**config.mk**
```make
export PLATFORM = sky130hd
export DESIGN_NAME = log_bucket_code_mapper
export DESIGN_NICKNAME = d
export VERILOG_FILES = /design/src/rtl/core/lbcm_pkg.sv /design/src/rtl/core/log_bucket_code_mapper.sv
export SDC_FILE = /design/constraint.sdc
export NUM_CORES = 1
export LEC_CHECK = 0
export BUFFER_PORTS_ARGS = -buffer_cell sky130_fd_sc_hd__buf_2
export CORE_MARGIN = 10
export CORE_UTILIZATION = 40
export DETAILED_ROUTE_END_ITERATION = 8
export GPL_TIMING_DRIVEN = 0
export PLACE_DENSITY_LB_ADDON = 0.3
export RECOVER_POWER = 25
export SLEW_MARGIN = 40
export SYNTH_ARGS = -nofsm -noshare
export SYNTH_HDL_FRONTEND = slang
export SYNTH_SLANG_ARGS = --single-unit
export TNS_END_PERCENT = 5
```
**constraint.sdc**
```tcl
create_clock -name clk_i -period 5 [get_ports clk_i]
set_input_delay 0.25 -clock clk_i [delete_from_list [all_inputs] [get_ports clk_i]]
set_output_delay 0.25 -clock clk_i [all_outputs]
set_load 0.05 [all_outputs]
```
**src/rtl/core/lbcm_pkg.sv**
```systemverilog
package lbcm_pkg;

  // Field widths of one request and one result.
  localparam int unsigned ValW   = 32;
  localparam int unsigned CodeW  = 8;
  localparam int unsigned ExtraW = 28;
  localparam int unsigned BitsW  = 5;
  localparam int unsigned GrpW   = 5;

  // Stream beat widths; both tdata widths are whole bytes (output tdata padded), tuser widths are not.
  localparam int unsigned InDataW  = 136;
  localparam int unsigned InUserW  = 2;
  localparam int unsigned OutDataW = 152;
  localparam int unsigned OutUserW = 1;

  // Bucket layout: values below eight are their own code, then eight buckets per group.
  localparam logic [CodeW-1:0] RsvCodes  = 8'd8;
  localparam logic [CodeW-1:0] LastCode  = 8'd231;
  localparam logic [ValW-1:0]  LastValue = 32'hFFFF_FFF7;
  localparam int unsigned      SlotW     = 3;

  // Lane numbers.
  localparam int unsigned LaneDist = 0;
  localparam int unsigned LaneLen  = 1;
  localparam int unsigned NumLanes = 2;

  // First stage, one lane: classified request.
  typedef struct packed {
    logic             dec;
    logic             act;
    logic             rsv;
    logic             err;
    logic [CodeW-1:0] code;
    logic [ValW-1:0]  val;
  } lbcm_s1_t;

  // Second stage, one lane: group number and decode base.
  typedef struct packed {
    logic             dec;
    logic             act;
    logic             rsv;
    logic             err;
    logic [CodeW-1:0] code;
    logic [GrpW-1:0]  grp;
    logic [ValW-1:0]  val;
    logic [ValW-1:0]  base;
  } lbcm_s2_t;

  // Output stage, one lane: result fields.
  typedef struct packed {
    logic              err;
    logic [CodeW-1:0]  code;
    logic [BitsW-1:0]  bits;
    logic [ExtraW-1:0] extra;
    logic [ValW-1:0]   value;
  } lbcm_res_t;

endpackage

```
**src/rtl/core/log_bucket_code_mapper.sv**
```systemverilog
// Throughput: one beat per cycle unless the output stalls; the three stages advance
// independently, so a stalled output only holds the stages that are full behind it.
// Stage work: range check and extra mask, leading-one search and decode base,
// then slot/extra shift and the decode add.
// Reset clears the stage valid bits; payload registers are not reset.
module log_bucket_code_mapper (
  input  logic                           clk_i,
  input  logic                           rst_ni,
  input  logic                           s_axis_tvalid,
  output logic                           s_axis_tready,
  // distance, length, dist_code_in, len_code_in, dist_extra_in, len_extra_in
  input  logic [lbcm_pkg::InDataW-1:0]   s_axis_tdata,
  // req_type, is_literal
  input  logic [lbcm_pkg::InUserW-1:0]   s_axis_tuser,
  output logic                           m_axis_tvalid,
  input  logic                           m_axis_tready,
  // dist_code, len_code, dist_extra_bits, len_extra_bits, dist_extra, len_extra,
  // distance_out, length_out, zero padding
  output logic [lbcm_pkg::OutDataW-1:0]  m_axis_tdata,
  // error
  output logic [lbcm_pkg::OutUserW-1:0]  m_axis_tuser
);
  import lbcm_pkg::*;

  // Position of the highest set bit.
  function automatic logic [GrpW-1:0] msb_pos(input logic [ValW-1:0] v);
    logic [GrpW-1:0] p;
    p = '0;
    for (int b = 0; b < ValW; b++) begin
      if (v[b]) begin
        p = GrpW'(b);
      end
    end
    return p;
  endfunction

  logic [2:0] vld_q;
  logic [2:0] adv;

  lbcm_s1_t  s1_d [NumLanes];
  lbcm_s1_t  s1_q [NumLanes];
  lbcm_s2_t  s2_d [NumLanes];
  lbcm_s2_t  s2_q [NumLanes];
  lbcm_res_t res_d [NumLanes];
  lbcm_res_t res_q [NumLanes];

  logic                  req_dec;
  logic                  is_lit;
  logic [ValW-1:0]       in_val  [NumLanes];
  logic [CodeW-1:0]      in_code [NumLanes];
  logic [ExtraW-1:0]     in_ext  [NumLanes];

  // Unpack the input beat.
  assign req_dec                = s_axis_tuser[0];
  assign is_lit                 = s_axis_tuser[1];
  assign in_val[LaneDist]       = s_axis_tdata[31:0];
  assign in_val[LaneLen]        = s_axis_tdata[63:32];
  assign in_code[LaneDist]      = s_axis_tdata[71:64];
  assign in_code[LaneLen]       = s_axis_tdata[79:72];
  assign in_ext[LaneDist]       = s_axis_tdata[107:80];
  assign in_ext[LaneLen]        = s_axis_tdata[135:108];

  // Each stage moves when it is empty or the stage after it moves.
  assign adv[2]        = !vld_q[2] || m_axis_tready;
  assign adv[1]        = !vld_q[1] || adv[2];
  assign adv[0]        = !vld_q[0] || adv[1];
  assign s_axis_tready = adv[0];

  // Stage one: classify each lane, range check, offset or mask the value.
  always_comb begin
    logic [CodeW-1:0]  k;
    logic [BitsW:0]    w;
    logic [ExtraW-1:0] msk;
    for (int i = 0; i < NumLanes; i++) begin
      k = in_code[i] - RsvCodes;
      w = {1'b0, k[CodeW-1:SlotW]} + 6'd1;
      msk = ~({ExtraW{1'b1}} << w);
      s1_d[i].dec = req_dec;
      if (!req_dec) begin
        s1_d[i].act   = !is_lit;
        s1_d[i].rsv   = (in_val[i] < ValW'(RsvCodes));
        s1_d[i].err   = (in_val[i] > LastValue);
        s1_d[i].code  = in_val[i][CodeW-1:0];
        s1_d[i].val   = in_val[i] + ValW'(RsvCodes);
      end else begin
        s1_d[i].act   = (in_code[LaneDist] != '0);
        s1_d[i].rsv   = (in_code[i] < RsvCodes);
        s1_d[i].err   = (in_code[i] > LastCode);
        s1_d[i].code  = in_code[i];
        s1_d[i].val   = ValW'(in_ext[i] & msk);
      end
    end
  end

  // Stage two: group from the leading one (encode) or from the code (decode),
  // and the decode base ((8 + slot) << (group + 1)) - 8.
  always_comb begin
    logic [CodeW-1:0] k;
    logic [GrpW-1:0]  g;
    for (int i = 0; i < NumLanes; i++) begin
      k = s1_q[i].code - RsvCodes;
      g = s1_q[i].dec ? k[CodeW-1:SlotW] : (msb_pos(s1_q[i].val) - GrpW'(4));
      s2_d[i].dec   = s1_q[i].dec;
      s2_d[i].act   = s1_q[i].act;
      s2_d[i].rsv   = s1_q[i].rsv;
      s2_d[i].err   = s1_q[i].err;
      s2_d[i].code  = s1_q[i].code;
      s2_d[i].grp   = g;
      s2_d[i].val   = s1_q[i].val;
      s2_d[i].base  = ((ValW'(RsvCodes) + ValW'(k[SlotW-1:0])) << ({1'b0, g} + 6'd1))
                      - ValW'(RsvCodes);
    end
  end

  // Stage three: slot and extra for encode, base plus extra for decode.
  always_comb begin
    logic [BitsW:0]   w;
    logic [ValW-1:0]  sh;
    for (int i = 0; i < NumLanes; i++) begin
      w  = {1'b0, s2_q[i].grp} + 6'd1;
      sh = s2_q[i].val >> w;
      res_d[i] = '0;
      if (s2_q[i].act && !s2_q[i].err) begin
        if (!s2_q[i].dec) begin
          if (s2_q[i].rsv) begin
            res_d[i].code = s2_q[i].code;
          end else begin
            res_d[i].code  = RsvCodes + {s2_q[i].grp, sh[SlotW-1:0]};
            res_d[i].bits  = w[BitsW-1:0];
            res_d[i].extra = s2_q[i].val[ExtraW-1:0] & ~({ExtraW{1'b1}} << w);
          end
        end else begin
          if (s2_q[i].rsv) begin
            res_d[i].value = ValW'(s2_q[i].code);
          end else begin
            res_d[i].bits  = w[BitsW-1:0];
            res_d[i].value = s2_q[i].base + s2_q[i].val;
          end
        end
      end
      res_d[i].err = s2_q[i].act && s2_q[i].err;
    end
  end

  // Stage valid bits.
  always_ff @(posedge clk_i or negedge rst_ni) begin
    if (!rst_ni) begin
      vld_q <= '0;
    end else begin
      if (adv[0]) begin
        vld_q[0] <= s_axis_tvalid;
      end
      if (adv[1]) begin
        vld_q[1] <= vld_q[0];
      end
      if (adv[2]) begin
        vld_q[2] <= vld_q[1];
      end
    end
  end

  // Stage payload.
  always_ff @(posedge clk_i) begin
    if (adv[0] && s_axis_tvalid) begin
      s1_q <= s1_d;
    end
    if (adv[1] && vld_q[0]) begin
      s2_q <= s2_d;
    end
    if (adv[2] && vld_q[1]) begin
      res_q <= res_d;
    end
  end

  // Pack the output beat.
  assign m_axis_tvalid = vld_q[2];
  assign m_axis_tdata  = {6'b0,
                          res_q[LaneLen].value,  res_q[LaneDist].value,
                          res_q[LaneLen].extra,  res_q[LaneDist].extra,
                          res_q[LaneLen].bits,   res_q[LaneDist].bits,
                          res_q[LaneLen].code,   res_q[LaneDist].code};
  assign m_axis_tuser  = res_q[LaneDist].err || res_q[LaneLen].err;

  // An empty output stage never holds back the input.
  a_ready_when_drained: assert property (@(posedge clk_i) disable iff (!rst_ni)
    !vld_q[2] |-> s_axis_tready)
    else $error("input stalled with an empty output stage");

  // An accepted beat always lands in stage one.
  a_beat_enters: assert property (@(posedge clk_i) disable iff (!rst_ni)
    (s_axis_tvalid && s_axis_tready) |=> vld_q[0])
    else $error("accepted beat lost at stage one");

  // A grouped distance code carries the extra-bit count of its group.
  a_dist_bits: assert property (@(posedge clk_i) disable iff (!rst_ni)
    (m_axis_tvalid && (res_q[LaneDist].code >= RsvCodes)) |->
      (res_q[LaneDist].bits ==
       BitsW'(((res_q[LaneDist].code - RsvCodes) >> SlotW) + 8'd1)))
    else $error("distance code and extra-bit count disagree");

  // Encoded length extra never exceeds its bucket width.
  a_len_extra: assert property (@(posedge clk_i) disable iff (!rst_ni)
    m_axis_tvalid |-> ((res_q[LaneLen].extra >> res_q[LaneLen].bits) == '0))
    else $error("length extra wider than its bucket");

endmodule

```
# Yosys cells after proc, flatten, opt, wreduce, memory -nomap -nowiden

Cells that the tools add are included.

Flip-flop bits (word level): 399
Input bits: 142
Output and inout port bits: 155

Add/subtract/negate cells: 22
Magnitude comparators: 8
Shifts and indexed selects: 8
Multiplexer cells: 76
Bitwise logic cells: 11
Reductions and logical operators: 26

Operator list:

| cell                    | count |
|---|---|
| $mux W5                 | 66 |
| $and A28 B28 Y28        | 4 |
| $not A28 Y28            | 4 |
| $shl A28 B6 Y28 const A | 4 |
| $mux W43                | 2 |
| $mux W33                | 2 |
| $add A32 B32 Y32        | 2 |
| $add A32 B4 Y32 const B | 2 |
| $gt A32 B32 Y1 const B  | 2 |
| $lt A32 B4 Y1 const B   | 2 |
| $shl A5 B6 Y32          | 2 |
| $shr A32 B6 Y3          | 2 |
| $sub A32 B4 Y32 const B | 2 |
| $add A5 B1 Y6 const B   | 6 |
| $mux W8                 | 4 |
| $sub A8 B4 Y8 const B   | 4 |
| $add A4 B8 Y8 const A   | 2 |
| $gt A8 B8 Y1 const B    | 2 |
| $lt A8 B4 Y1 const B    | 2 |
| $reduce_or A3 Y1        | 4 |
| $add A4 B3 Y5 const A   | 2 |
| $sub A5 B3 Y5 const B   | 2 |
| $reduce_bool A8 Y1      | 1 |
| $logic_and A1 B1 Y1     | 7 |
| 6 further kinds         | 19 |

# Longest topological paths before layout

Gate-level depths: netlist of run 1.

Depth after elaboration: 36
Mapped depth: 25

# Least setup slack after synthesis of run 1

OpenSTA, ideal clock, no wires.

Path kind: flip-flop to flip-flop
Start: register s1_q[43] (netlist name)
End: register s2_q[96] (netlist name), data pin
Arrival time: 5050 ps
Data required time: 4847 ps
Slack: -203 ps
Stages on the path, launching flop included: 24
Path buffers: 6
Clock period less this slack: 5203 ps
Cell sequence: edfxtp_1 buf_2 o21ai_0 nand3_1 or4_1 clkbuf_1 nand2_1 buf_2 inv_1 ha_1 clkbuf_1 nand2b_1 o221ai_1 nor3_1 clkbuf_1 o21ai_0 a211oi_1 nand2_1 ha_1 a21boi_1 nand3_1 buf_2 mux2_2 o22ai_1

RTL lines:

| element              | RTL line                      | text |
|---|---|---|
| end signal, assigned | log_bucket_code_mapper.sv:168 | `s2_q <= s2_d;` |
| end, declared        | log_bucket_code_mapper.sv:43  | `lbcm_s2_t s2_q [NumLanes];` |

==> results of run 1 <==
## cells in the mapped netlist, types with 21 or more instances
master    instances
xor2_1           70
a211oi_1         23
nor4_1           47
nor3_1           65
xnor2_1          70
ha_1             92
o21ai_0         133
a21oi_1         136
and2_1           23
or3_1            21
nor2_1          231
inv_1            89
nand2_1         186
clkbuf_1         85
nand3_1          77
a31oi_1          25
mux2_2           22
and3_1           52
buf_4           152
nor2b_1          33
mux2i_1          36
o22ai_1          37
mux4_2           34
nand4_1          27
nand2b_1         42
edfxtp_1        394
o211ai_1         28
a21o_1           26
## worst register-to-register path, cell delays in order, from the launching register on
cell and delay [ns]:
edfxtp_1 0.50, or4_1 0.64, a211oi_2 0.31, nor2_1 0.12
nor2_1 0.12, ha_1 0.25, mux2_2 0.36, or4_1 0.54
a21oi_2 0.49, nand2_1 0.18, ha_2 0.24, a21boi_4 0.16
nand3_4 0.13, buf_6 0.17, mux2_2 0.34, o22ai_1 0.15
## state kept, by name, indices dropped and copies added, names as in the netlist
signal / cells
s1_q: 86
res_q: 2
m_axis_tdata: 146
s2_q: 160
vld_q: 3
## area by class of cell
class                   count  share of cell area
multi-input cells        1793               0.405
flip-flops and latches    397               0.385
repair buffers            346              0.0654
plain buffers             248              0.0511
clock buffers              48              0.0368
well taps                 855              0.0346
inverters                  93              0.0117
clock inverters            30             0.00952
diodes                      4            0.000324
## final timing paths
kind / startpoint / endpoint / slack (ns) / depth (start not counted)
worst max-delay path: s1_q[65] / s2_q[96] / 0.15 / 15
worst min-delay path: s_axis_tdata[104] / s1_q[68] / 0.02 / 3
worst max register to register: s1_q[65] / s2_q[96] / 0.15 / 15
worst min register to register: s1_q[86] / s2_q[160] / 0.41 / 0
max in group asynchronous: rst_ni / vld_q[1] / 4.25 / 3
min in group asynchronous: rst_ni / vld_q[0] / 0.60 / 3
## repair_timing
item / 4_1_cts / 5_1_grt
pin swaps: 8 / 19
hold buffers: 10 / 0
resized for setup: 70 / 51
setup endpoints to repair: 54 / 42
buffers inserted: 16 / 24
hold endpoints to repair: 12 / 0
gates cloned: 1 / 0
## power by group through the flow
stage	sequential, µW	combinational [µW]	clock (µW)
finish	4570	4560	3240
CTS	4550	4430	3310
detailed placement	4620	4260	0
global placement	4660	4170	0
floorplan	4450	3150	0
global route	4600	4940	3450
## metal layers
metal	GRT usage	share of wire	vias up
met4	0.0716	0.030	2
met5	0	0.000090	-
met3	0.0483	0.092	149
met2	0.351	0.44	1050
li1	-	-	10100
met1	0.317	0.44	10400
## metrics by stage
stage / instances / setup slack [ns]
CTS: 3787 / -0.00509
detailed placement: 3685 / -1.55
floorplan: 2534 / -0.0389
global placement: 3676 / -1.55
global route: 3811 / -0.0412
finish: 3814 / 0.151
## cell families (layout without fill, tap and decap cells)
group	after synthesis	in the layout	share of synthesized area
and+or+nand+nor	883	883	0.173
AOI/OAI and AO/OA	577	578	0.146
DFF	397	397	0.462
buffers and inverters	345	765	0.0727
xor gates and xnor gates	140	140	0.0475
adders and majority gates	94	94	0.0462
muxes	92	92	0.0533
other	1	10	0.000145
## layout by cell type, fill, tap and decap left out, types with 26 or more instances in the layout
cell type,n
nand2_1,184
a21o_1,26
nand3_1,75
o22ai_1,37
clkbuf_16,45
ha_1,88
a21oi_1,132
clkbuf_1,77
xor2_1,69
mux4_2,34
inv_1,84
nor3_1,57
buf_4,192
nand4_1,27
o211ai_1,28
nor4_1,39
xnor2_1,70
buf_2,290
and3_1,52
nand2b_1,42
edfxtp_1,394
nor2b_1,33
mux2i_1,35
o21ai_0,127
nor2_1,229
==> Flow_metrics.wiki, run 1 <==
{| class="wikitable"
! Metric !! Value
|-
| Category of cells accounting for the largest share of critical-path delay || simple AND/OR/NAND/NOR gates
|-
| Sink Count || 397
|-
| Type of element capturing the critical path || register
|-
| Global-route wire length before repair || 132000 µm
|-
| H-tree levels || 2
|-
| Horizontal extent of the die || approximately 270 µm
|-
| Sequential cell area || 0.0119 mm²
|-
| Sum of routed wire length over all layers || between 80000 and 90000 µm
|-
| Post-synth ARST share || 0.00756
|-
| Number of nets with antenna violations after detailed routing || 0
|-
| Number of enable-type register cells in the synthesized netlist || about 400
|-
| Clock-pin slew on the worst setup and hold paths || 0.06 ns
|-
| Post-synthesis sequential area ratio || 0.462
|-
| Top-area cell type share of the netlist area || 0.459
|-
| Number of distinct library cells after synthesis || 93
|-
| Final GP Congestion || 0.979
|-
| Clock share of power || 0.262
|-
| Total power divided by cell area || roughly 400 mW/mm²
|-
| Clock insertion delay at the later pin of the skew report || a little under 0.6 ns
|-
| Worst-case headroom to the max-slew limit || 0.428
|-
| I/O Pins || 297
|-
| Detail-routed via count per cell || 5.71
|-
| Library cell contributing the largest single delay on the critical path || or4_1
|-
| Fin. Hold Viols || 0
|-
| Maxcap violations || 0
|-
| Measured slew at the worst slew-check pin || 0.856 ns
|-
| Most instantiated flip-flop cell in the synthesis netlist || edfxtp_1
|-
| Switching share of total power || 0.368
|-
| Leakage power summed over all cells || between 0.01 and 0.015 µW
|-
| CP required || 5.42 ns
|-
| First-pass iteration count of the detailed router || 5
|-
| Result of the run || completed
|-
| Number of slew-limit violations in the final report || 0
|-
| Half-perimeter wire length after detailed placement || 70500 µm
|-
| Largest net degree at the start of global routing || 47
|-
| Number of nets in the layout || 3158
|-
| Sequential fraction of design power || 0.369
|-
| Cell area after placement || roughly 0.029 mm²
|-
| Hold_ws || 0.0225 ns
|-
| Clock buffers created by TritonCTS || 43
|-
| Number of I/O port buffers || 287
|-
| Final period demand of the worst path || just under 5 ns
|-
| Synthesized area divided by synthesized cell count || approximately 10 µm²
|-
| Kind of launch point of the worst setup path || register
|-
| Initial Util || 0.402
|-
| Sw power || about 4500 µW
|-
| Internal power of the cells || slightly below 8000 µW
|-
| CTS tree || yes
|-
| Buffer cell driving the clock tree root || clkbuf_16
|-
| Cell accounting for the most synthesized area || edfxtp_1
|-
| CP cell instances || or4_1 -> a211oi_2 -> nor2_1 -> nor2_1 -> ha_1 -> mux2_2 -> or4_1 -> a21oi_2 -> nand2_1 -> ha_2 -> a21boi_4 -> nand3_4 -> buf_6 -> mux2_2 -> o22ai_1
|-
| Worst voltage drop across the vdd grid || just under 0.2 mV
|-
| P&R area growth vs syn || 19.8%
|-
| Die area || ~0.075 mm²
|-
| Part of the total power dissipated in combinational logic || 0.369
|-
| Final cell utilization of the core || 0.482
|-
| Number of design-rule violations left by the first detailed-router iteration || roughly 2000
|-
| Total congestion overflow after global routing || 0
|-
| Number of cells produced by synthesis || 2529
|-
| Cell types with the largest area share after synthesis || edfxtp_1 46%, ha_1 4.5%, buf_4 4.4%, nor2_1 3.4%, mux4_2 3.0%
|-
| Global-route usage over all layers || 0.228
|-
| Count of fill cells added during filler insertion || 5969
|-
| Number of remaining DRC errors || 0
|-
| Max Buffers Root-to-Sink || 3
|-
| WP data arrival || 5.27 ns
|-
| Type of the worst min-delay path || input pin to register
|-
| Core area || ~0.064 mm²
|-
| Final worst-path cycle share || 0.970
|-
| Unrepaired setup endpoints after global routing || true
|-
| Achievable frequency || 206 MHz
|-
| Die span in y || 274 µm
|-
| Worst Path Class, Setup || register to register
|-
| Area occupied by multi-input gates || 0.0125 mm²
|-
| Number of antenna violations at the first check in global routing || 7
|-
| Average wire per cell in the routed design || 23.3 µm
|-
| Setup-failing EPs final || 0
|-
| Aggregate negative setup slack || 0 ns
|-
| Worst-path fanout max || 10
|-
| Buffering stage count on the worst path with inverters included || 1
|-
| Flip-flop and latch count after synthesis || slightly below 400
|-
| Detailed-route via count || 21800
|-
| Core Rows || 93
|-
| Total Power || 12400 µW
|-
| Fraction of layout instances using a drive strength above 1 || 0.251
|-
| Post-synthesis instance area || around 0.026 mm²
|-
| Number of global-route vias before repair || between 20000 and 25000
|-
| Slowest stage delay, CP || 0.64 ns
|-
| Finished Cell Area || 0.0309 mm²
|-
| Final clock skew || around 0.023 ns
|-
| Number of warnings reported in the yosys synthesis log || 0
|}
(Power assumes the default switching activity.)
==> inputs of run 2 (changes only) <==
- CELL_PAD_IN_SITES_DETAIL_PLACEMENT: unset -> 2
- CELL_PAD_IN_SITES_GLOBAL_PLACEMENT: unset -> 2
- CORE_UTILIZATION: 40 -> 35
==> Flow_metrics.wiki, run 2 (synthesis gave the netlist of run 1 again) <==
{| class="wikitable"
! Metric !! Value
|-
| Result of the run || completed (unchanged)
|-
| Fraction of layout instances using a drive strength above 1 || 0.260 (was 0.251)
|-
| Slowest stage delay, CP || 0.54 ns (was 0.64 ns)
|-
| Buffer cell driving the clock tree root || clkbuf_16 (unchanged)
|-
| Commonest cells after routing, fill and taps aside || 394 x edfxtp_1, 289 x buf_2, 227 x nor2_1, 203 x buf_4, 181 x nand2_1 (was 394 x edfxtp_1, 290 x buf_2, 229 x nor2_1, 192 x buf_4, 184 x nand2_1)
|-
| Clock buffers created by TritonCTS || 44 (was 43)
|-
| Core Rows || 99 (was 93)
|-
| Number of slew-limit violations in the final report || 0 (unchanged)
|-
| Total congestion overflow after global routing || 0 (unchanged)
|-
| Sw power || 4820 µW (was 4550 µW)
|-
| Global-route wire length before repair || 158000 µm (was 132000 µm)
|-
| Number of nets with antenna violations after detailed routing || 0 (unchanged)
|-
| Max Buffers Root-to-Sink || 3 (unchanged)
|-
| Worst-case headroom to the max-slew limit || 0.404 (was 0.428)
|-
| Cell total after placement || 3788 (was 3685)
|-
| Final GP Congestion || 0.907 (was 0.979)
|-
| Number of inserted diodes || 0 (was 4)
|-
| Detail-routed via count per cell || 5.67 (was 5.71)
|-
| Number of cells on the worst reg-to-reg path || 21 (was 15)
|-
| Count of fill cells added during filler insertion || 7719 (was 5969)
|-
| Kind of launch point of the worst setup path || register (unchanged)
|-
| Number of design-rule violations left by the first detailed-router iteration || 1542 (was 2011)
|-
| Post-Place Worst Slack || -1.81 ns (was -1.55 ns)
|-
| Worst-path fanout max || 10 (unchanged)
|-
| Maxcap violations || 0 (unchanged)
|-
| Worst Setup Slack, final || 0.0676 ns (was 0.151 ns)
|-
| Global-route usage over all layers || 0.239 (was 0.228)
|-
| Clock-pin slew on the worst setup and hold paths || 0.06 ns (about the same)
|-
| Total power divided by cell area || 404 mW/mm² (was 400 mW/mm²)
|-
| Core area || 0.0730 mm² (was 0.0641 mm²)
|-
| Sequential fraction of design power || 0.366 (was 0.369)
|-
| Measured slew at the worst slew-check pin || 0.872 ns (was 0.856 ns)
|-
| CP required || 5.31 ns (was 5.42 ns)
|-
| Number of I/O port buffers || 287 (unchanged)
|-
| Leakage power summed over all cells || 0.0121 µW (about the same)
|-
| Type of element capturing the critical path || register (unchanged)
|-
| Number of cells on the worst hold path || 3 (unchanged)
|-
| Half-perimeter wire length after detailed placement || 83500 µm (was 70500 µm)
|-
| Detailed-route via count || 22300 (was 21800)
|-
| Achievable frequency || 203 MHz (was 206 MHz)
|-
| Final period demand of the worst path || 4.93 ns (was 4.85 ns)
|-
| Worst voltage drop across the vdd grid || 0.214 mV (was 0.196 mV)
|-
| Largest net degree at the start of global routing || 48 (was 47)
|-
| CP cell instances || buf_6 -> nand2_1 -> o21ai_1 -> nand3_2 -> or4_4 -> nand2_2 -> buf_8 -> clkinvlp_4 -> ha_4 -> nand2b_1 -> buf_4 -> nor3_2 -> or3_4 -> buf_4 -> a31o_2 -> or3_4 -> a31oi_4 -> or4_1 -> clkbuf_4 -> nor2_1 -> a32o_1 (was or4_1 -> a211oi_2 -> nor2_1 -> nor2_1 -> ha_1 -> mux2_2 -> or4_1 -> a21oi_2 -> nand2_1 -> ha_2 -> a21boi_4 -> nand3_4 -> buf_6 -> mux2_2 -> o22ai_1)
|-
| P&R area growth vs syn || 20.9% (was 19.8%)
|-
| Number of global-route vias before repair || 23800 (was 21100)
|-
| Number of antenna violations at the first check in global routing || 6 (was 7)
|-
| Register containing the most flip-flops in the final layout || s2_q (unchanged)
|-
| Sink Count || 397 (unchanged)
|-
| Cell area after placement || 0.0287 mm² (was 0.0285 mm²)
|-
| Worst Path Class, Setup || register to register (unchanged)
|-
| Die span in y || 291 µm (was 274 µm)
|-
| Initial Util || 0.354 (was 0.402)
|-
| Setup-failing EPs final || 0 (unchanged)
|-
| Clock share of power || 0.251 (was 0.262)
|-
| Sum of routed wire length over all layers || 106000 µm (was 88900 µm)
|-
| I/O Pins || 297 (unchanged)
|-
| Die area || 0.0850 mm² (was 0.0751 mm²)
|-
| First-pass iteration count of the detailed router || 5 (unchanged)
|-
| Fin. Hold Viols || 0 (unchanged)
|-
| Number of remaining DRC errors || 0 (unchanged)
|-
| Internal power of the cells || 7770 µW (was 7820 µW)
|-
| Horizontal extent of the die || 291 µm (was 274 µm)
|-
| CTS tree || yes (unchanged)
|-
| Part of the total power dissipated in combinational logic || 0.383 (was 0.369)
|-
| Library cell contributing the largest single delay on the critical path || or4_4 (was or4_1)
|-
| Final clock skew || 0.0310 ns (was 0.0226 ns)
|-
| WP data arrival || 5.24 ns (was 5.27 ns)
|-
| Filler-free cell count of the finished design || 3925 (was 3814)
|-
| Average wire per cell in the routed design || 27.0 µm (was 23.3 µm)
|-
| Unrepaired setup endpoints after global routing || true (unchanged)
|-
| Max FFs per register || 160 (unchanged)
|-
| Number of nets in the layout || 3170 (was 3158)
|-
| Type of the worst min-delay path || input pin to register (unchanged)
|-
| Finished Cell Area || 0.0312 mm² (was 0.0309 mm²)
|-
| Final worst-path cycle share || 0.986 (was 0.970)
|-
| Clock insertion delay at the later pin of the skew report || 0.59 ns (was 0.58 ns)
|-
| H-tree levels || 2 (unchanged)
|-
| Switching share of total power || 0.383 (was 0.368)
|-
| Leading cell type in the layout, fill and taps excluded || edfxtp_1 (unchanged)
|}
[run 2: cell count changes in the layout (fill, tap and decap cells not counted), sizes merged]
cell	previous run	this run
bufinv	5	3
clkbuf	131	134
diode	4	0
dlygate4sd3	10	9
clkinv	21	19
inv	90	91
buf	501	513
[run 2: area by class of cell]
type | instances | area, µm² | share of cell area
inverters | 93 | 360 | 0.0115
plain buffers | 247 | 1600 | 0.0512
clock inverters | 27 | 225 | 0.00722
flip-flops and latches | 397 | 11900 | 0.382
multi-input cells | 1793 | 12700 | 0.406
repair buffers | 358 | 2100 | 0.0672
well taps | 959 | 1200 | 0.0385
clock buffers | 51 | 1150 | 0.0368
[run 2: final timing paths]
kind / from / end / slack, ns
max reg2reg: s1_q[43] / s2_q[107] / 0.07
min reg2reg: s1_q[40] / s2_q[77] / 0.42
max in group asynchronous: rst_ni / vld_q[1] / 3.68
max: s1_q[43] / s2_q[107] / 0.07
min: s_axis_tdata[33] / s1_q[33] / 0.03
min in group asynchronous: rst_ni / vld_q[0] / 0.57
[run 2: repair_timing]
action                     in CTS  in global routing
hold buffers                    9                  0
cloned                          1                  0
hold endpoints to repair        9                  0
pin swaps                      12                 19
setup buffers                  20                 33
gates resized for setup        90                 64
setup endpoints to repair      59                 40
[run 2: critical path: cells and delay by family (launching register included)]
kind | cells | cell delay, ns
flip-flops | 1 | 0.47
adder cells (fa/ha/maj) | 1 | 0.21
AO/OA/AOI/OAI | 4 | 0.91
AND/OR/NAND/NOR | 10 | 2.11
buffers and inverters | 6 | 0.97
[run 2: through the flow]
step,setup TNS (ns),hold slack (ns),utilization,power [µW]
floorplan,-0.0717,-0.0456,-,7610
global placement,-204.20,0.0466,0.390,8910
detailed placement,-66.90,0.0573,0.393,9120
CTS,-0.323,0.00168,0.420,12500
global route,-1.41,0.0186,0.428,13200
finish,0,0.0305,0.428,12600
[run 2: per-layer routing]
metal / vias up / wire (µm) / track usage
li1: 10100 / - / -
met1: 11200 / 49100 / 0.335
met2: 744 / 47100 / 0.371
met3: 168 / 6520 / 0.0420
met4: 2 / 3390 / 0.0706
met5: - / 13 / 0
[run 2: power groups by stage]
stage | Clock [µW] | Sequential [µW] | Combinational [µW]
finish | 3160 | 4610 | 4820
global route | 3360 | 4640 | 5220
CTS | 3240 | 4600 | 4670
detailed placement | 0 | 4670 | 4450
global placement | 0 | 4690 | 4220
floorplan | 0 | 4450 | 3150
==> inputs of run 3 (changes only) <==
- ABC_AREA: unset -> 1
- CORE_UTILIZATION: 35 -> 33
==> Flow_metrics.wiki, run 3 <==
{| class="wikitable"
! Metric !! Value
|-
| Leading post-synthesis cells by instance count || 646 x nand2_1, 394 x edfxtp_1, 342 x inv_1, 291 x nor2_1, 239 x o21ai_0 (was 394 x edfxtp_1, 231 x nor2_1, 186 x nand2_1, 152 x buf_4, 136 x a21oi_1)
|-
| Number of slew-limit violations in the final report || 0 (unchanged)
|-
| Fin. Hold Viols || 0 (unchanged)
|-
| Slack of the worst reg-to-reg path || 0.37 ns (was 0.07 ns)
|-
| Setup-failing EPs final || 0 (unchanged)
|-
| Register containing the most flip-flops in the final layout || s2_q (unchanged)
|-
| Leakage power summed over all cells || 0.0135 µW (was 0.0121 µW)
|-
| Final clock skew || 0.0199 ns (was 0.0310 ns)
|-
| Number of remaining DRC errors || 0 (unchanged)
|-
| Largest net degree at the start of global routing || 69 (was 48)
|-
| Measured slew at the worst slew-check pin || 0.852 ns (was 0.872 ns)
|-
| Routing usage on met3 || 0.0397 (was 0.0420)
|-
| Clock buffers created by TritonCTS || 45 (was 44)
|-
| Worst Path Class, Setup || register to register (unchanged)
|-
| Number of global-route vias before repair || 25400 (was 23800)
|-
| Cell accounting for the most synthesized area || edfxtp_1 (unchanged)
|-
| Top-area cell type share of the netlist area || 0.469 (was 0.459)
|-
| Result of the run || completed (unchanged)
|-
| Number of design-rule violations left by the first detailed-router iteration || 1427 (was 1542)
|-
| Post-synthesis instance area || 0.0252 mm² (was 0.0258 mm²)
|-
| Leading cell type in the layout, fill and taps excluded || nand2_1 (was edfxtp_1)
|-
| Post-synth ARST share || 0.00756 (unchanged)
|-
| Total power divided by cell area || 506 mW/mm² (was 404 mW/mm²)
|-
| Detail-routed via count per cell || 5.20 (was 5.67)
|-
| Sum of routed wire length over all layers || 105000 µm (was 106000 µm)
|-
| Count of fill cells added during filler insertion || 8564 (was 7719)
|-
| First-pass iteration count of the detailed router || 5 (unchanged)
|-
| Number of distinct library cells after synthesis || 55 (was 93)
|-
| Global-route usage over all layers || 0.234 (was 0.239)
|-
| Hold_ws || 0.0373 ns (was 0.0305 ns)
|-
| Fraction of layout instances using a drive strength above 1 || 0.219 (was 0.260)
|-
| Max Buffers Root-to-Sink || 3 (unchanged)
|-
| Number of cells produced by synthesis || 2990 (was 2529)
|-
| Library cell contributing the largest single delay on the critical path || a22oi_1 (was or4_4)
|-
| Number of nets in the layout || 3635 (was 3170)
|-
| Peak-usage layer in the global routing report || met2 (unchanged)
|-
| Kind of launch point of the worst setup path || register (unchanged)
|-
| Most instantiated flip-flop cell in the synthesis netlist || edfxtp_1 (unchanged)
|-
| Type of the worst min-delay path || input pin to register (unchanged)
|-
| Core area || 0.0759 mm² (was 0.0730 mm²)
|-
| Clock-pin slew on the worst setup and hold paths || 0.06 ns (about the same)
|-
| Die span in y || 297 µm (was 291 µm)
|-
| Commonest cells after routing, fill and taps aside || 624 x nand2_1, 394 x edfxtp_1, 331 x inv_1, 290 x buf_2, 267 x nor2_1 (was 394 x edfxtp_1, 289 x buf_2, 227 x nor2_1, 203 x buf_4, 181 x nand2_1)
|-
| Initial Util || 0.332 (was 0.354)
|-
| Average wire per cell in the routed design || 23.6 µm (was 27.0 µm)
|-
| Unrepaired setup endpoints after global routing || true (unchanged)
|-
| Flip-flop and latch count after synthesis || 397 (unchanged)
|-
| Achievable frequency || 216 MHz (was 203 MHz)
|-
| Number of nets with antenna violations after detailed routing || 0 (unchanged)
|-
| Number of antenna violations at the first check in global routing || 0 (was 6)
|-
| Die area || 0.0880 mm² (was 0.0850 mm²)
|-
| Slowest stage delay, CP || 0.63 ns (was 0.54 ns)
|-
| Total congestion overflow after global routing || 0 (unchanged)
|-
| Horizontal extent of the die || 297 µm (was 291 µm)
|-
| Worst-case headroom to the max-slew limit || 0.428 (was 0.404)
|-
| Number of enable-type register cells in the synthesized netlist || 394 (unchanged)
|-
| CP required || 5.31 ns (about the same)
|-
| Worst-path fanout max || 5 (was 10)
|-
| H-tree levels || 2 (unchanged)
|-
| Final cell utilization of the core || 0.405 (was 0.428)
|-
| Number of warnings reported in the yosys synthesis log || 0 (unchanged)
|-
| Half-perimeter wire length after detailed placement || 86000 µm (was 83500 µm)
|-
| Cell types with the largest area share after synthesis || edfxtp_1 47%, nand2_1 9.6%, inv_1 5.1%, o21ai_0 4.7%, buf_4 4.6% (was edfxtp_1 46%, ha_1 4.5%, buf_4 4.4%, nor2_1 3.4%, mux4_2 3.0%)
|-
| Grt met2 use || 0.391 (was 0.371)
|-
| Post-synthesis sequential area ratio || 0.472 (was 0.462)
|-
| Global-route wire length before repair || 157000 µm (was 158000 µm)
|-
| Global-route met1 utilization || 0.307 (was 0.335)
|-
| P&R area growth vs syn || 21.8% (was 20.9%)
|-
| Buffer cell driving the clock tree root || clkbuf_16 (unchanged)
|-
| Max FFs per register || 160 (unchanged)
|-
| Final worst-path cycle share || 0.927 (was 0.986)
|-
| CTS tree || yes (unchanged)
|-
| Aggregate negative setup slack || 0 ns (unchanged)
|-
| Number of I/O port buffers || 290 (was 287)
|-
| Final period demand of the worst path || 4.63 ns (was 4.93 ns)
|-
| WP data arrival || 4.95 ns (was 5.24 ns)
|-
| Core Rows || 101 (was 99)
|-
| Cell with the most instances after synthesis || nand2_1 (was edfxtp_1)
|-
| Final GP Congestion || 0.913 (was 0.907)
|-
| Detailed-route via count || 23200 (was 22300)
|-
| Buffering stage count on the worst path with inverters included || 3 (was 6)
|-
| I/O Pins || 297 (unchanged)
|-
| Sink Count || 397 (unchanged)
|-
| Synthesized area divided by synthesized cell count || 8.44 µm² (was 10.2 µm²)
|-
| Type of element capturing the critical path || register (unchanged)
|-
| Cell area after placement || 0.0283 mm² (was 0.0287 mm²)
|-
| Category of cells accounting for the largest share of critical-path delay || simple AND/OR/NAND/NOR gates (unchanged)
|-
| Finished Cell Area || 0.0307 mm² (was 0.0312 mm²)
|-
| Maxcap violations || 0 (unchanged)
|-
| Worst voltage drop across the vdd grid || 0.237 mV (was 0.214 mV)
|-
| Clock insertion delay at the later pin of the skew report || 0.60 ns (was 0.59 ns)
|}
==> run 3: changes by cell type in the layout (fill, tap and decap cells not counted), sizes merged, moves of 32 or more <==
| cell | previous run | this run |
|---|---|---|
| o21ai | 142 | 253 |
| mux4 | 34 | 0 |
| nand2 | 187 | 676 |
| mux2i | 36 | 0 |
| a21oi | 137 | 187 |
| xnor2 | 70 | 25 |
| nor2b | 33 | 0 |
| nand2b | 42 | 0 |
| nor2 | 231 | 319 |
| inv | 91 | 355 |
| nor3 | 68 | 36 |
| and3 | 52 | 0 |
| nand3 | 78 | 185 |
==> run 3: kinds of logic (layout without fill, tap and decap cells) <==
kind of cell    count (synthesis)  in the layout  share of synthesized area
xor+xnor                       67             67                     0.0232
flops                         397            397                      0.472
fa+ha+maj                      94             94                     0.0472
compound gates                577            577                      0.130
other cells                     1              8                   0.000149
buf+inv                       575           1014                      0.109
simple gates                 1279           1279                      0.219
==> run 3: repair_timing <==
| item | 4_1_cts | 5_1_grt |
|---|---|---|
| hold buffers | 20 | 0 |
| buffers inserted | 3 | 29 |
| endpoints found under the hold margin | 17 | 0 |
| pin swaps | 1 | 18 |
| setup endpoints to repair | 46 | 50 |
| gates cloned | 0 | 3 |
| gates resized for setup | 15 | 133 |
==> run 3: per-stage QoR <==
step / cells / power (µW) / worst slack (ns)
finish: 4466 / 15500 / 0.367
CTS: 4432 / 15300 / 0.00297
detailed placement: 4328 / 11800 / -0.485
global route: 4464 / 16500 / -0.0946
global placement: 4315 / 11500 / -0.588
floorplan: 2995 / 9640 / 0.471
==> run 3: worst reg2reg max path: cells and delay by family (launching register included) <==
kind	cells	cell delay [ns]
xor+xnor	2	0.44
buf+inv	3	0.36
fa+ha+maj	2	0.61
simple gates	19	1.77
compound gates	2	0.76
flops	1	0.41
==> run 3: worst paths after layout <==
path	start	cells after the start	end
max	s1_q[48]	28	s2_q[100]
min	s_axis_tdata[102]	2	s1_q[66]
max reg2reg	s1_q[48]	28	s2_q[100]
min reg2reg	s1_q[44]	0	s2_q[113]
max in group asynchronous	rst_ni	3	vld_q[0]
min in group asynchronous	rst_ni	3	vld_q[1]
==> run 3: power breakdown <==
group	switching, µW	leakage (µW)	total (µW)	internal, µW
clock	1410	0.000685	3280	1870
sequential	539	0.00389	5200	4660
combinational	4900	0.00894	7060	2160
total	6850	0.0135	15500	8690
==> run 3: final cells by class <==
class | count | area [µm²] | area share
well taps | 1030 | 1290 | 0.0419
flip-flops and latches | 397 | 11900 | 0.387
diodes | 2 | 5.00 | 0.000163
clock inverters | 26 | 256 | 0.00834
clock buffers | 56 | 1170 | 0.0380
repair buffers | 356 | 2140 | 0.0696
repair inverters | 2 | 15.0 | 0.000488
plain buffers | 211 | 1410 | 0.0458
multi-input cells | 2023 | 11200 | 0.363
inverters | 363 | 1390 | 0.0452
==> run 3: layer usage <==
layer  vias up  routed length [µm]
li1      10900                   -
met1     11600               47400
met2       578               49800
met3       151                5360
met4         0                2950
met5         -                   0
